`src/rtl/core/qpse_pkg.sv`:
```
// ----------------------------------------------------------------------------
// qpse_pkg
// Shared types and constants of the quadrature position and speed estimator.
// ----------------------------------------------------------------------------
package qpse_pkg;

    localparam int SPEED_BITS = 16;
    localparam int TIME_BITS  = 32;
    localparam int POS_BITS   = 15;
    localparam int CNT_BITS   = 16;
    // dividend 1000000 * pulses, pulses up to 16 bits
    localparam int DIVD_BITS  = 36;
    localparam int QCNT_BITS  = 6;
    localparam logic [19:0] US_PER_SECOND = 20'd1000000;
    localparam logic [SPEED_BITS-1:0] SPEED_MAX = {SPEED_BITS{1'b1}};

    localparam logic [1:0] CMD_CW_PIN  = 2'd0;
    localparam logic [1:0] CMD_CCW_PIN = 2'd1;
    localparam logic [1:0] CMD_TICK    = 2'd2;
    localparam logic [1:0] CMD_HOME    = 2'd3;

    localparam logic [1:0] DIR_NONE = 2'd0;
    localparam logic [1:0] DIR_CCW  = 2'd1;
    localparam logic [1:0] DIR_CW   = 2'd3;

    localparam logic [1:0] REG_PPR     = 2'd0;
    localparam logic [1:0] REG_THRESH  = 2'd1;
    localparam logic [1:0] REG_PERIOD  = 2'd2;
    localparam logic [1:0] REG_TIMEOUT = 2'd3;

    // classified operation handed from front to back
    typedef enum logic [1:0] {
        OP_PULSE,
        OP_TICK,
        OP_HOME
    } op_t;

    typedef struct packed {
        op_t                  op;
        logic [1:0]           dir;
        logic [TIME_BITS-1:0] now;
    } cmd_item_t;

    typedef enum logic [2:0] {
        ST_IDLE,
        ST_DIVIDE,
        ST_FILTER,
        ST_MODE,
        ST_EMIT
    } back_state_t;

endpackage

```
`src/rtl/core/quadrature_position_speed_estimator.sv`:
```
// ----------------------------------------------------------------------------
// quadrature_position_speed_estimator
// Encoder position counter with pulse-timing and pulse-counting speed.
// ----------------------------------------------------------------------------
// One result per input transaction. The back end goes from idle straight to
// emit on a home command or a counting-mode edge, through filter on a
// timing-mode edge with zero gap, through mode on a tick without speed
// update, and through filter and mode on a tick that filters without dividing.
// A speed update that divides passes divide and filter, plus mode on a tick;
// the serial divider produces one of 36 quotient bits per clock. The two entry
// queue in front keeps the item at work, so one more can be accepted meanwhile.
module quadrature_position_speed_estimator (
    input  logic         clk,
    input  logic         rst_n,
    input  logic         push,
    output logic         full,
    input  logic [1:0]   cmd,
    input  logic         other_phase_level,
    input  logic [31:0]  now_us,
    output logic         empty,
    input  logic         pop,
    output logic [14:0]  position_out,
    output logic [15:0]  speed_out,
    output logic signed [16:0] velocity_out,
    output logic         fast_mode_out,
    input  logic         cfg_we,
    input  logic [1:0]   cfg_index,
    input  logic [31:0]  cfg_data
);

    logic [14:0] ppr_reg;
    logic [15:0] thresh_reg;
    logic [15:0] period_reg;
    logic [31:0] timeout_reg;
    logic        item_valid;
    logic        item_take;
    qpse_pkg::cmd_item_t item;

    // configuration registers
    always_ff @(posedge clk or negedge rst_n)
    begin
        if (!rst_n)
        begin
            ppr_reg     <= 15'd1024;
            thresh_reg  <= 16'd130;
            period_reg  <= 16'd16255;
            timeout_reg <= 32'd1000000;
        end
        else if (cfg_we)
        begin
            case (cfg_index)
                qpse_pkg::REG_PPR:    ppr_reg    <= cfg_data[14:0];
                qpse_pkg::REG_THRESH: thresh_reg <= cfg_data[15:0];
                qpse_pkg::REG_PERIOD: period_reg <= cfg_data[15:0];
                default:              timeout_reg <= cfg_data;
            endcase
        end
    end

    qpse_front u_front (
        .clk               (clk),
        .rst_n             (rst_n),
        .push              (push),
        .full              (full),
        .cmd               (cmd),
        .other_phase_level (other_phase_level),
        .now_us            (now_us),
        .item_valid        (item_valid),
        .item              (item),
        .item_take         (item_take)
    );

    qpse_back u_back (
        .clk           (clk),
        .rst_n         (rst_n),
        .item_valid    (item_valid),
        .item          (item),
        .item_take     (item_take),
        .ppr           (ppr_reg),
        .thresh        (thresh_reg),
        .period        (period_reg),
        .timeout       (timeout_reg),
        .empty         (empty),
        .pop           (pop),
        .position_out  (position_out),
        .speed_out     (speed_out),
        .velocity_out  (velocity_out),
        .fast_mode_out (fast_mode_out)
    );

endmodule

```
`src/rtl/core/qpse_front.sv`:
```
// ----------------------------------------------------------------------------
// qpse_front
// Accepts input transactions, decodes direction, and queues them (2 deep).
// ----------------------------------------------------------------------------
module qpse_front (
    input  logic                       clk,
    input  logic                       rst_n,
    input  logic                       push,
    output logic                       full,
    input  logic [1:0]                 cmd,
    input  logic                       other_phase_level,
    input  logic [31:0]                now_us,
    output logic                       item_valid,
    output qpse_pkg::cmd_item_t        item,
    input  logic                       item_take
);

    qpse_pkg::cmd_item_t q_reg [2];
    logic [1:0] cnt_reg;
    logic       rd_reg;
    logic       wr_reg;
    qpse_pkg::cmd_item_t dec;
    logic do_push;
    logic do_pop;

    // direction decode and classification
    always_comb
    begin
        dec.now = now_us[qpse_pkg::TIME_BITS-1:0];
        dec.dir = qpse_pkg::DIR_NONE;
        case (cmd)
            qpse_pkg::CMD_CW_PIN:
            begin
                dec.op  = qpse_pkg::OP_PULSE;
                dec.dir = other_phase_level ? qpse_pkg::DIR_CCW : qpse_pkg::DIR_CW;
            end
            qpse_pkg::CMD_CCW_PIN:
            begin
                dec.op  = qpse_pkg::OP_PULSE;
                dec.dir = other_phase_level ? qpse_pkg::DIR_CW : qpse_pkg::DIR_CCW;
            end
            qpse_pkg::CMD_TICK: dec.op = qpse_pkg::OP_TICK;
            default:            dec.op = qpse_pkg::OP_HOME;
        endcase
    end

    assign full       = (cnt_reg == 2'd2);
    assign item_valid = (cnt_reg != 2'd0);
    assign item       = q_reg[rd_reg];
    assign do_push    = push && !full;
    assign do_pop     = item_take && item_valid;

    // queue storage
    always_ff @(posedge clk)
    begin
        if (do_push)
        begin
            q_reg[wr_reg] <= dec;
        end
    end

    // queue pointers
    always_ff @(posedge clk or negedge rst_n)
    begin
        if (!rst_n)
        begin
            cnt_reg <= 2'd0;
            rd_reg  <= 1'b0;
            wr_reg  <= 1'b0;
        end
        else
        begin
            if (do_push)
            begin
                wr_reg <= ~wr_reg;
            end
            if (do_pop)
            begin
                rd_reg <= ~rd_reg;
            end
            cnt_reg <= cnt_reg + {1'b0, do_push} - {1'b0, do_pop};
        end
    end

    a_no_overflow: assert property (@(posedge clk) disable iff (!rst_n)
        cnt_reg != 2'd3) else $error("front queue count out of range");
    a_full_stalls: assert property (@(posedge clk) disable iff (!rst_n)
        (full && !do_pop) |=> full) else $error("full dropped without a pop");
    a_pop_nonempty: assert property (@(posedge clk) disable iff (!rst_n)
        do_pop |-> cnt_reg != 2'd0) else $error("pop from empty queue");

endmodule

```
`src/rtl/core/qpse_divider.sv`:
```
// ----------------------------------------------------------------------------
// qpse_divider
// Restoring serial divider, one quotient bit per cycle, saturating quotient.
// ----------------------------------------------------------------------------
module qpse_divider (
    input  logic                              clk,
    input  logic                              rst_n,
    input  logic                              start,
    input  logic [qpse_pkg::DIVD_BITS-1:0]    dividend,
    input  logic [qpse_pkg::TIME_BITS-1:0]    divisor,
    output logic                              done,
    output logic [qpse_pkg::SPEED_BITS-1:0]   quotient
);

    localparam int RB = qpse_pkg::TIME_BITS + 1;

    logic [qpse_pkg::DIVD_BITS-1:0] q_reg;
    logic [RB-1:0]                  r_reg;
    logic [qpse_pkg::TIME_BITS-1:0] d_reg;
    logic [qpse_pkg::QCNT_BITS-1:0] n_reg;
    logic                           busy_reg;
    logic [RB-1:0]                  shifted;
    logic [RB-1:0]                  diff;

    assign shifted = {r_reg[RB-2:0], q_reg[qpse_pkg::DIVD_BITS-1]};
    assign diff    = shifted - {1'b0, d_reg};

    // one quotient bit per step
    always_ff @(posedge clk or negedge rst_n)
    begin
        if (!rst_n)
        begin
            busy_reg <= 1'b0;
            n_reg    <= '0;
            done     <= 1'b0;
        end
        else
        begin
            done <= 1'b0;
            if (start)
            begin
                busy_reg <= 1'b1;
                n_reg    <= qpse_pkg::QCNT_BITS'(qpse_pkg::DIVD_BITS);
            end
            else if (busy_reg)
            begin
                n_reg <= n_reg - 1'b1;
                if (n_reg == qpse_pkg::QCNT_BITS'(1))
                begin
                    busy_reg <= 1'b0;
                    done     <= 1'b1;
                end
            end
        end
    end

    always_ff @(posedge clk)
    begin
        if (start)
        begin
            q_reg <= dividend;
            r_reg <= '0;
            d_reg <= divisor;
        end
        else if (busy_reg)
        begin
            if (!diff[RB-1])
            begin
                r_reg <= diff;
                q_reg <= {q_reg[qpse_pkg::DIVD_BITS-2:0], 1'b1};
            end
            else
            begin
                r_reg <= shifted;
                q_reg <= {q_reg[qpse_pkg::DIVD_BITS-2:0], 1'b0};
            end
        end
    end

    assign quotient = (q_reg[qpse_pkg::DIVD_BITS-1:qpse_pkg::SPEED_BITS] != '0)
                      ? qpse_pkg::SPEED_MAX : q_reg[qpse_pkg::SPEED_BITS-1:0];

endmodule

```
`src/rtl/core/qpse_back.sv`:
```
// ----------------------------------------------------------------------------
// qpse_back
// Executes queued operations: position, speed measurement, filter, output.
// ----------------------------------------------------------------------------
module qpse_back (
    input  logic                              clk,
    input  logic                              rst_n,
    input  logic                              item_valid,
    input  qpse_pkg::cmd_item_t               item,
    output logic                              item_take,
    input  logic [qpse_pkg::POS_BITS-1:0]     ppr,
    input  logic [qpse_pkg::SPEED_BITS-1:0]   thresh,
    input  logic [15:0]                       period,
    input  logic [31:0]                       timeout,
    output logic                              empty,
    input  logic                              pop,
    output logic [qpse_pkg::POS_BITS-1:0]     position_out,
    output logic [qpse_pkg::SPEED_BITS-1:0]   speed_out,
    output logic signed [qpse_pkg::SPEED_BITS:0] velocity_out,
    output logic                              fast_mode_out
);

    localparam int SB = qpse_pkg::SPEED_BITS;
    localparam int TB = qpse_pkg::TIME_BITS;

    qpse_pkg::back_state_t state_reg, state_next;
    logic [qpse_pkg::POS_BITS-1:0] pos_reg;
    logic [1:0]                    dir_reg;
    logic [SB-1:0]                 speed_reg;
    logic [qpse_pkg::CNT_BITS-1:0] cnt_reg;
    logic [TB-1:0]                 last_reg;
    logic                          fast_reg;
    logic                          out_full_reg;
    logic [SB-1:0]                 raw_reg;
    logic                          tick_reg;

    logic [TB-1:0]                 gap;
    logic [qpse_pkg::POS_BITS-1:0] pos_next;
    logic                          div_start;
    logic [qpse_pkg::DIVD_BITS-1:0] div_num;
    logic [TB-1:0]                 div_den;
    logic                          div_done;
    logic [SB-1:0]                 div_q;
    logic [SB+2:0]                 filt;
    logic                          out_free;

    assign gap      = item.now - last_reg;
    assign out_free = !out_full_reg || pop;
    assign empty    = !out_full_reg;
    assign filt     = ({3'b0, raw_reg} << 2) + {3'b0, raw_reg}
                      + ({3'b0, speed_reg} << 1) + {3'b0, speed_reg};

    // position wrap
    always_comb
    begin
        if (item.dir == qpse_pkg::DIR_CCW)
        begin
            pos_next = (({1'b0, pos_reg} + 1'b1) >= {1'b0, ppr}) ? '0 : pos_reg + 1'b1;
        end
        else
        begin
            pos_next = (pos_reg == '0) ? ppr - 1'b1
                     : ((pos_reg - 1'b1) >= ppr ? '0 : pos_reg - 1'b1);
        end
    end

    // divider operands
    always_comb
    begin
        if (item.op == qpse_pkg::OP_TICK)
        begin
            div_num = qpse_pkg::DIVD_BITS'(qpse_pkg::US_PER_SECOND) * {20'd0, cnt_reg};
            div_den = TB'(period);
        end
        else
        begin
            div_num = qpse_pkg::DIVD_BITS'(qpse_pkg::US_PER_SECOND);
            div_den = gap;
        end
    end

    qpse_divider u_div (
        .clk      (clk),
        .rst_n    (rst_n),
        .start    (div_start),
        .dividend (div_num),
        .divisor  (div_den),
        .done     (div_done),
        .quotient (div_q)
    );

    // sequencer
    always_comb
    begin
        state_next = state_reg;
        item_take  = 1'b0;
        div_start  = 1'b0;
        case (state_reg)
            qpse_pkg::ST_IDLE:
            begin
                if (item_valid)
                begin
                    case (item.op)
                        qpse_pkg::OP_PULSE:
                            if (!fast_reg)
                            begin
                                div_start  = (gap != '0);
                                state_next = (gap != '0) ? qpse_pkg::ST_DIVIDE
                                                         : qpse_pkg::ST_FILTER;
                            end
                            else
                            begin
                                state_next = qpse_pkg::ST_EMIT;
                            end
                        qpse_pkg::OP_TICK:
                            if (fast_reg)
                            begin
                                div_start  = (cnt_reg != '0);
                                state_next = (cnt_reg != '0) ? qpse_pkg::ST_DIVIDE
                                                             : qpse_pkg::ST_FILTER;
                            end
                            else if (gap > timeout)
                            begin
                                state_next = qpse_pkg::ST_FILTER;
                            end
                            else
                            begin
                                state_next = qpse_pkg::ST_MODE;
                            end
                        default: state_next = qpse_pkg::ST_EMIT;
                    endcase
                end
            end
            qpse_pkg::ST_DIVIDE:
                if (div_done)
                begin
                    state_next = qpse_pkg::ST_FILTER;
                end
            qpse_pkg::ST_FILTER:
                state_next = tick_reg ? qpse_pkg::ST_MODE : qpse_pkg::ST_EMIT;
            qpse_pkg::ST_MODE:
                state_next = qpse_pkg::ST_EMIT;
            qpse_pkg::ST_EMIT:
                if (out_free)
                begin
                    item_take  = 1'b1;
                    state_next = qpse_pkg::ST_IDLE;
                end
            default: state_next = qpse_pkg::ST_IDLE;
        endcase
    end

    always_ff @(posedge clk or negedge rst_n)
    begin
        if (!rst_n)
        begin
            state_reg    <= qpse_pkg::ST_IDLE;
            pos_reg      <= '0;
            dir_reg      <= qpse_pkg::DIR_NONE;
            speed_reg    <= '0;
            cnt_reg      <= '0;
            last_reg     <= '0;
            fast_reg     <= 1'b0;
            out_full_reg <= 1'b0;
            tick_reg     <= 1'b0;
        end
        else
        begin
            state_reg <= state_next;
            if (pop && out_full_reg)
            begin
                out_full_reg <= 1'b0;
            end
            case (state_reg)
                qpse_pkg::ST_IDLE:
                    if (item_valid)
                    begin
                        tick_reg <= (item.op == qpse_pkg::OP_TICK);
                        if (item.op == qpse_pkg::OP_PULSE)
                        begin
                            dir_reg  <= item.dir;
                            pos_reg  <= pos_next;
                            last_reg <= item.now;
                            if (fast_reg && cnt_reg != '1)
                            begin
                                cnt_reg <= cnt_reg + 1'b1;
                            end
                            // zero gap saturates, one pulse always
                            raw_reg <= qpse_pkg::SPEED_MAX;
                        end
                        else if (item.op == qpse_pkg::OP_TICK)
                        begin
                            raw_reg <= '0;
                        end
                        else
                        begin
                            pos_reg <= '0;
                        end
                    end
                qpse_pkg::ST_DIVIDE:
                    if (div_done)
                    begin
                        raw_reg <= div_q;
                    end
                qpse_pkg::ST_FILTER:
                    speed_reg <= filt[SB+2:3];
                qpse_pkg::ST_MODE:
                begin
                    cnt_reg  <= '0;
                    fast_reg <= (speed_reg > thresh);
                end
                qpse_pkg::ST_EMIT:
                    if (out_free)
                    begin
                        out_full_reg <= 1'b1;
                    end
                default: ;
            endcase
        end
    end

    // result register
    always_ff @(posedge clk)
    begin
        if (state_reg == qpse_pkg::ST_EMIT && out_free)
        begin
            position_out  <= pos_reg;
            speed_out     <= speed_reg;
            fast_mode_out <= fast_reg;
            case (dir_reg)
                qpse_pkg::DIR_CCW: velocity_out <= $signed({1'b0, speed_reg});
                qpse_pkg::DIR_CW:  velocity_out <= -$signed({1'b0, speed_reg});
                default:           velocity_out <= '0;
            endcase
        end
    end

    a_take_emit: assert property (@(posedge clk) disable iff (!rst_n)
        item_take |-> state_reg == qpse_pkg::ST_EMIT) else $error("take outside emit");
    a_take_fills: assert property (@(posedge clk) disable iff (!rst_n)
        item_take |=> out_full_reg) else $error("result not registered");
    a_div_idle: assert property (@(posedge clk) disable iff (!rst_n)
        div_start |-> state_reg == qpse_pkg::ST_IDLE) else $error("divider restarted");

endmodule
```
`config.mk`:
```
export PLATFORM = sky130hd
export DESIGN_NAME = quadrature_position_speed_estimator
export DESIGN_NICKNAME = d
export VERILOG_FILES = /design/src/rtl/core/qpse_pkg.sv /design/src/rtl/core/quadrature_position_speed_estimator.sv /design/src/rtl/core/qpse_front.sv /design/src/rtl/core/qpse_divider.sv /design/src/rtl/core/qpse_back.sv
export SDC_FILE = /design/constraint.sdc
export NUM_CORES = 1
export LEC_CHECK = 0
export BUFFER_PORTS_ARGS = -buffer_cell sky130_fd_sc_hd__buf_2
export CAP_MARGIN = 5
export CORE_MARGIN = 2
export CORE_UTILIZATION = 40
export DETAILED_ROUTE_END_ITERATION = 6
export PLACE_DENSITY = 0.65
export SYNTH_ARGS = -nofsm -noshare
export SYNTH_HDL_FRONTEND = slang
export SYNTH_SLANG_ARGS = --single-unit
```
`constraint.sdc`:
```
create_clock -name clk -period 8.7 [get_ports clk]
set_input_delay 0.87 -clock clk [delete_from_list [all_inputs] [get_ports clk]]
set_output_delay 0.87 -clock clk [all_outputs]
set_load 0.03 [all_outputs]
```
Word-level counts from Yosys, hierarchy flattened

Memory sizes are Yosys's and may differ from the RTL's.
Index checks and enable logic that the tools add are counted.

Add/sub/neg operators: 14
$mul: 1
Div/mod/pow operators: 0
$lt $le $gt $ge: 4
Equality and inequality tests: 22
Shifts and indexed selects: 0
Multiplexer cells: 58
Bitwise operators: 3
Reduce and logical (&&, ||, !) cells: 32

Operators by type and width:

| operator                 | count |
|---|---|
| $mux W16                 | 9 |
| $mux W36                 | 3 |
| $mux W15                 | 6 |
| $pmux W16 S2             | 2 |
| $pmux W17 S2             | 1 |
| $sub A33 B32 Y33         | 1 |
| $gt A32 B32 Y1           | 1 |
| $mux W32                 | 1 |
| $reduce_bool A32 Y1      | 1 |
| $sub A32 B32 Y32         | 1 |
| $mul A14 B16 Y30 const A | 1 |
| $sub A15 B1 Y15 const B  | 2 |
| $reduce_bool A20 Y1      | 1 |
| $add A18 B16 Y19         | 1 |
| $add A19 B16 Y19         | 1 |
| $add A19 B17 Y19         | 1 |
| $mux W1                  | 19 |
| $mux W3                  | 6 |
| $neg A16 Y17             | 1 |
| $add A15 B1 Y16 const B  | 1 |
| $add A16 B1 Y16 const B  | 1 |
| $ge A16 B15 Y1           | 1 |
| $gt A16 B16 Y1           | 1 |
| $ne A16 B16 Y1 const B   | 1 |
| 35 further kinds         | 70 |

Register bits: 343
Latch bits: 0
RAM bits: 72
Memory bits (read-only): 0
Input port bits: 74
Output and inout bits: 51
Word-level logic and storage cells: 163
Memories: 1

Memory list:

| name          | words | width | read ports | clocked after Yosys merged registers in | write ports | RTL line         | text |
|---|---|---|---|---|---|---|---|
| u_front.q_reg | 2     | 36    | 1          | 0                                       | 1           | qpse_front.sv:18 | `qpse_pkg::cmd_item_t q_reg [2];` |

Depth between registers and ports, before layout

An unclocked memory read counts as a cell.

Word-level depth: 8
Depth in mapped cells: 27
Gate-level depth less buffers: 24

By module

From an unflattened synthesis, not the netlist that was laid out.

Cells, all modules: 2770
Area total of the unflattened synthesis: 28941.5 sq um

By module, submodules not included:

| module                              | times used | cells an instance | area an instance (sq um) | seq. area each (sq um) |
|---|---|---|---|---|
| qpse_back                           | 1          | 1860              | 16673.5                  | 4129.0 |
| qpse_divider                        | 1          | 607               | 6327.3                   | 2882.8 |
| quadrature_position_speed_estimator | 1          | 168               | 2990.4                   | 2005.7 |
| qpse_front                          | 1          | 135               | 2950.3                   | 2262.2 |

Worst setup path before layout

Ideal clock, no wire load.

Path type: flip-flop to flip-flop
From: register u_back.cnt_reg[4] (netlist name)
To: register u_back.u_div.q_reg[31] (netlist name), data pin
Library setup time: 0.260 ns
Arrival time: 5.323 ns
Required time: 8.440 ns
Setup slack: 3.117 ns
Cell stages (with the launch flop): 20
Path buffers: 0
Period minus slack after synthesis: 5.583 ns
Path through: dfrtp_1 > fa_1 > fa_1 > inv_1 > fa_1 > inv_1 > fa_1 > ha_1 > inv_1 > fa_1 > inv_1 > ha_1 > a21o_1 > or3_1 > a31o_2 > a31oi_1 > nor2_1 > a2111oi_0 > nor3_1 > mux2_2

Word-level cells in the longest chain between the ends: 6
Elaborated cells on any way between the ends: 8
Those cells by class: mul: 1; mux: 6; reduce/logical: 1

Ends and longest elaborated chain:

| element                                                  | RTL line           | text |
|---|---|---|
| from (decl)                                              | qpse_back.sv:30    | `logic [qpse_pkg::CNT_BITS-1:0] cnt_reg;` |
| from (signal assigned)                                   | qpse_back.sv:186   | `cnt_reg <= cnt_reg + 1'b1;` |
| branches (longest 5 deep; another with $mul A14 B16 Y30) | n/a                |  |
| $mux W36 (*)                                             | qpse_divider.sv:59 | `if (start)` |
| to (signal assigned)                                     | qpse_divider.sv:61 | `q_reg <= dividend;` |
| to (signal assigned)                                     | qpse_divider.sv:70 | `q_reg <= {q_reg[qpse_pkg::DIVD_BITS-2:0], 1'b1};` |
| to (signal assigned)                                     | qpse_divider.sv:75 | `q_reg <= {q_reg[qpse_pkg::DIVD_BITS-2:0], 1'b0};` |
| to (decl)                                                | qpse_divider.sv:17 | `logic [qpse_pkg::DIVD_BITS-1:0] q_reg;` |

Every way passes the cells marked *.
A chain may end at the register's enable or synchronous reset.

Worst setup path after layout

From: register u_back.cnt_reg[3] (netlist name)
To: register u_back.u_div.q_reg[33] (netlist name), data pin

Same word-level chain as after synthesis.

==> run metrics <==
status completed; Final min period 6.14 ns; Hold Fails Final Rpt 0; fin crit share 70.5%; CP Launch Type register; Post-Syn Nets 3158; fill cell count 6421; kind of critical path register to register; fraction of registers with async set/reset 42.9%; Yosys Warn Count 0; Worst EP required 9.05 ns; synth cell count leaders 292 x ha_1, 264 x nand2_1, 256 x inv_1; DR vias/cell 5.25; Worst R2R End u_back.u_div.q_reg[33]$_DFFE_PP_; first-pass GRT wire length 105000 µm; clock slew at reported path FFs 0.06 ns; Max Freq 163 MHz; post-synthesis compound-gate area fraction 12.4%; Vias 19.9k; Area Growth Syn to Fin 11.5%; Sum Neg Setup Slack 0 ns; Post-CTS Hold Buffers 0; die area 72000 µm²; Port Buffers 124; Antenna Cells 0; Setup WS post-layout 2.56 ns; adder-cell area share of the yosys netlist 19.3%; Max-slew headroom 21.2%; Peak supply drop 0.000183 V; Synth Register Bits 415; Root Driver clkbuf_16; post-synthesis xor/xnor area fraction 4.83%; dominant synthesized flop cell edfxtp_1; DIE WIDTH 268 µm; mux contribution to synthesized area 5.33%; vias in the first global route 19.1k; r2r setup slk 2.56 ns; final setup vio count 0; Reg2Reg Depth 20; Leakage 14.1 nW; layout cells sized above 1 13.6%; pre-CTS setup slack 2.59 ns; Post-CTS Setup Inserts 0; initial core utilization 40.6%; pwr dens 401 nW/µm²; pin count of the biggest net entering global routing 75; Min Hold Slack 0.329 ns; IO Pins 125; total grt overflow 0; post-synthesis cell type count 82; HPWL after detailed placement 48800 µm; Critical Path Start u_back.cnt_reg[3]$_DFFE_PN0P_; reg2reg start u_back.cnt_reg[3]$_DFFE_PN0P_; area of the core 68800 µm²; Cells after Synth 2705; Seq/Total Area, Yosys 40.4%; clock sink count 415; Setup Skew 0.0164 ns; Die Y 268 µm; main combinational cell family by area after synthesis adder cells; DRC 0; 1st-pass router iterations 5; Post-synth EDFFs 205; initial drt markers 1425; cell taking the most area after synthesis edfxtp_1; RSZ-0062 raised after global routing no; Max FO, Critical Path 11; simple-gate portion of the synthesized area 13.2%; initial antenna violation count 3; nets@finish 3267; Clk Latency, worst-skew pair 0.60 ns; clock buffer depth 3; # rows 96; wire per inst 17.4 µm; Worst EP arrival 6.49 ns; max reg flops 72; worst slew pin tran 1.18 ns; CP endpoint kind register; max cap viols 0; final weighted congestion in routability-driven placement 0.844; cell with the most instances after synthesis ha_1; Routed WL 65800 µm; ANT nets after route 0; area of the mapped netlist 27900 µm²; CTS tree built; Yosys top cell area share 22.0%; All-Layer GR Usage 18.5%; Max Slew Vio Count 0; HP Class primary input to asynchronous set/reset pin; crit path to u_back.u_div.q_reg[33]$_DFFE_PP_; total CTS buffers 45; cts repair resizes 0; Synth area leaders edfxtp_1 22%, dfrtp_1 14%, ha_1 13%, fa_1 6.2%, mux2_2 4.6%; H-tree depth 2; Avg Cell Area, Syn 10.3 µm²
-- where the power goes --
group / switching (W) / internal (W)
Combinational: 0.00420 / 0.00290
Sequential: 0.000478 / 0.00293
Clock: 0.000827 / 0.00115
Total: 0.00551 / 0.00698
-- cell usage in the layout, fill, tap and decap left out, types with 17 or more instances in the layout --
cell and instances:
nand3_1 42, a21oi_1 98, a211oi_1 17, nor2b_1 31
buf_4 18, dfxtp_1 32, dfstp_2 23, o31ai_1 18
nand2_1 264, and3_1 21, or3_1 17, nor3_1 40
ha_1 292, o21ai_0 148, a311oi_1 28, nor2_1 157
edfxtp_1 205, nand4_1 31, xnor2_1 104, a21o_1 55
clkbuf_16 47, a31oi_1 20, nor4_1 20, nand2b_1 40
inv_1 256, and2_1 33, mux2_2 115, xor2_1 48
dfrtp_1 153, o21a_1 44, buf_2 123, fa_1 87
-- area by class of cell --
class / count / area (µm²) / share of cell area, %
clock inverter: 21 / 221 / 0.711
tap: 931 / 1160 / 3.74
multi-input combinational: 1954 / 15400 / 49.6
timing repair buffer: 142 / 764 / 2.45
clock buffer: 63 / 1310 / 4.19
sequential: 415 / 11300 / 36.2
inverter: 256 / 961 / 3.09
-- cells by family (layout without fill, tap and decap cells) --
logic type,after synthesis,in the layout
simple gates,760,760
compound gates,527,527
flops,415,415
fa+ha+maj,379,379
buf+inv,336,482
xor+xnor,154,154
mux,134,134
-- metal layers --
layer | track usage (%) | vias up | share of wire, %
li1 | - | 9795 | -
met2 | 27.8 | 422 | 43
met4 | 5.53 | 6 | 2.8
met3 | 3.02 | 92 | 5.4
met1 | 27.2 | 9553 | 49
met5 | 0 | - | 0.061
-- worst min path at each step --
| stage | start | to | slack, ns |
|---|---|---|---|
| 2_1_floorplan | u_back.pos_reg[12]$_DFFE_PN0P_ | u_back.position_out[12]$_DFFE_PP_ | 0.42 |
| 3_3_place_gp | u_back.last_reg[0]$_DFFE_PN0P_ | u_back.last_reg[0]$_DFFE_PN0P_ | 0.47 |
| 3_5_place_dp | u_back.tick_reg$_DFFE_PN0P_ | u_back.tick_reg$_DFFE_PN0P_ | 0.48 |
| 4_1_cts | rst_n | u_back.speed_reg[13]$_DFFE_PN0N_ | 0.32 |
| 5_1_grt | rst_n | u_back.speed_reg[8]$_DFFE_PN0N_ | 0.37 |
| 6_report | rst_n | u_back.speed_reg[13]$_DFFE_PN0N_ | 0.33 |
-- per-stage QoR --
stage / instances / area [µm²] / power (W) / utilization (%)
2_1_floorplan: 2705 / 27900 / 0.00870 / -
3_3_place_gp: 3698 / 29600 / 0.0104 / 43.0
3_5_place_dp: 3698 / 29600 / 0.0105 / 43.0
4_1_cts: 3782 / 31100 / 0.0125 / 45.3
5_1_grt: 3782 / 31100 / 0.0136 / 45.3
6_report: 3782 / 31100 / 0.0125 / 45.3
-- critical path, cell delays in order, from the launching register on --
cell	delay, ns
dfrtp_1	0.67
fa_1	0.54
fa_1	0.52
fa_1	0.54
inv_1	0.05
fa_1	0.49
inv_1	0.04
ha_1	0.26
inv_1	0.05
fa_1	0.49
inv_1	0.05
ha_1	0.36
nand2_1	0.07
o31ai_1	0.45
a31o_2	0.27
nand2_1	0.09
o21ai_0	0.28
a21oi_1	0.16
xor2_1	0.18
nor2_1	0.06
mux2_2	0.27
Note: power is estimated with default switching activity, not from simulation.
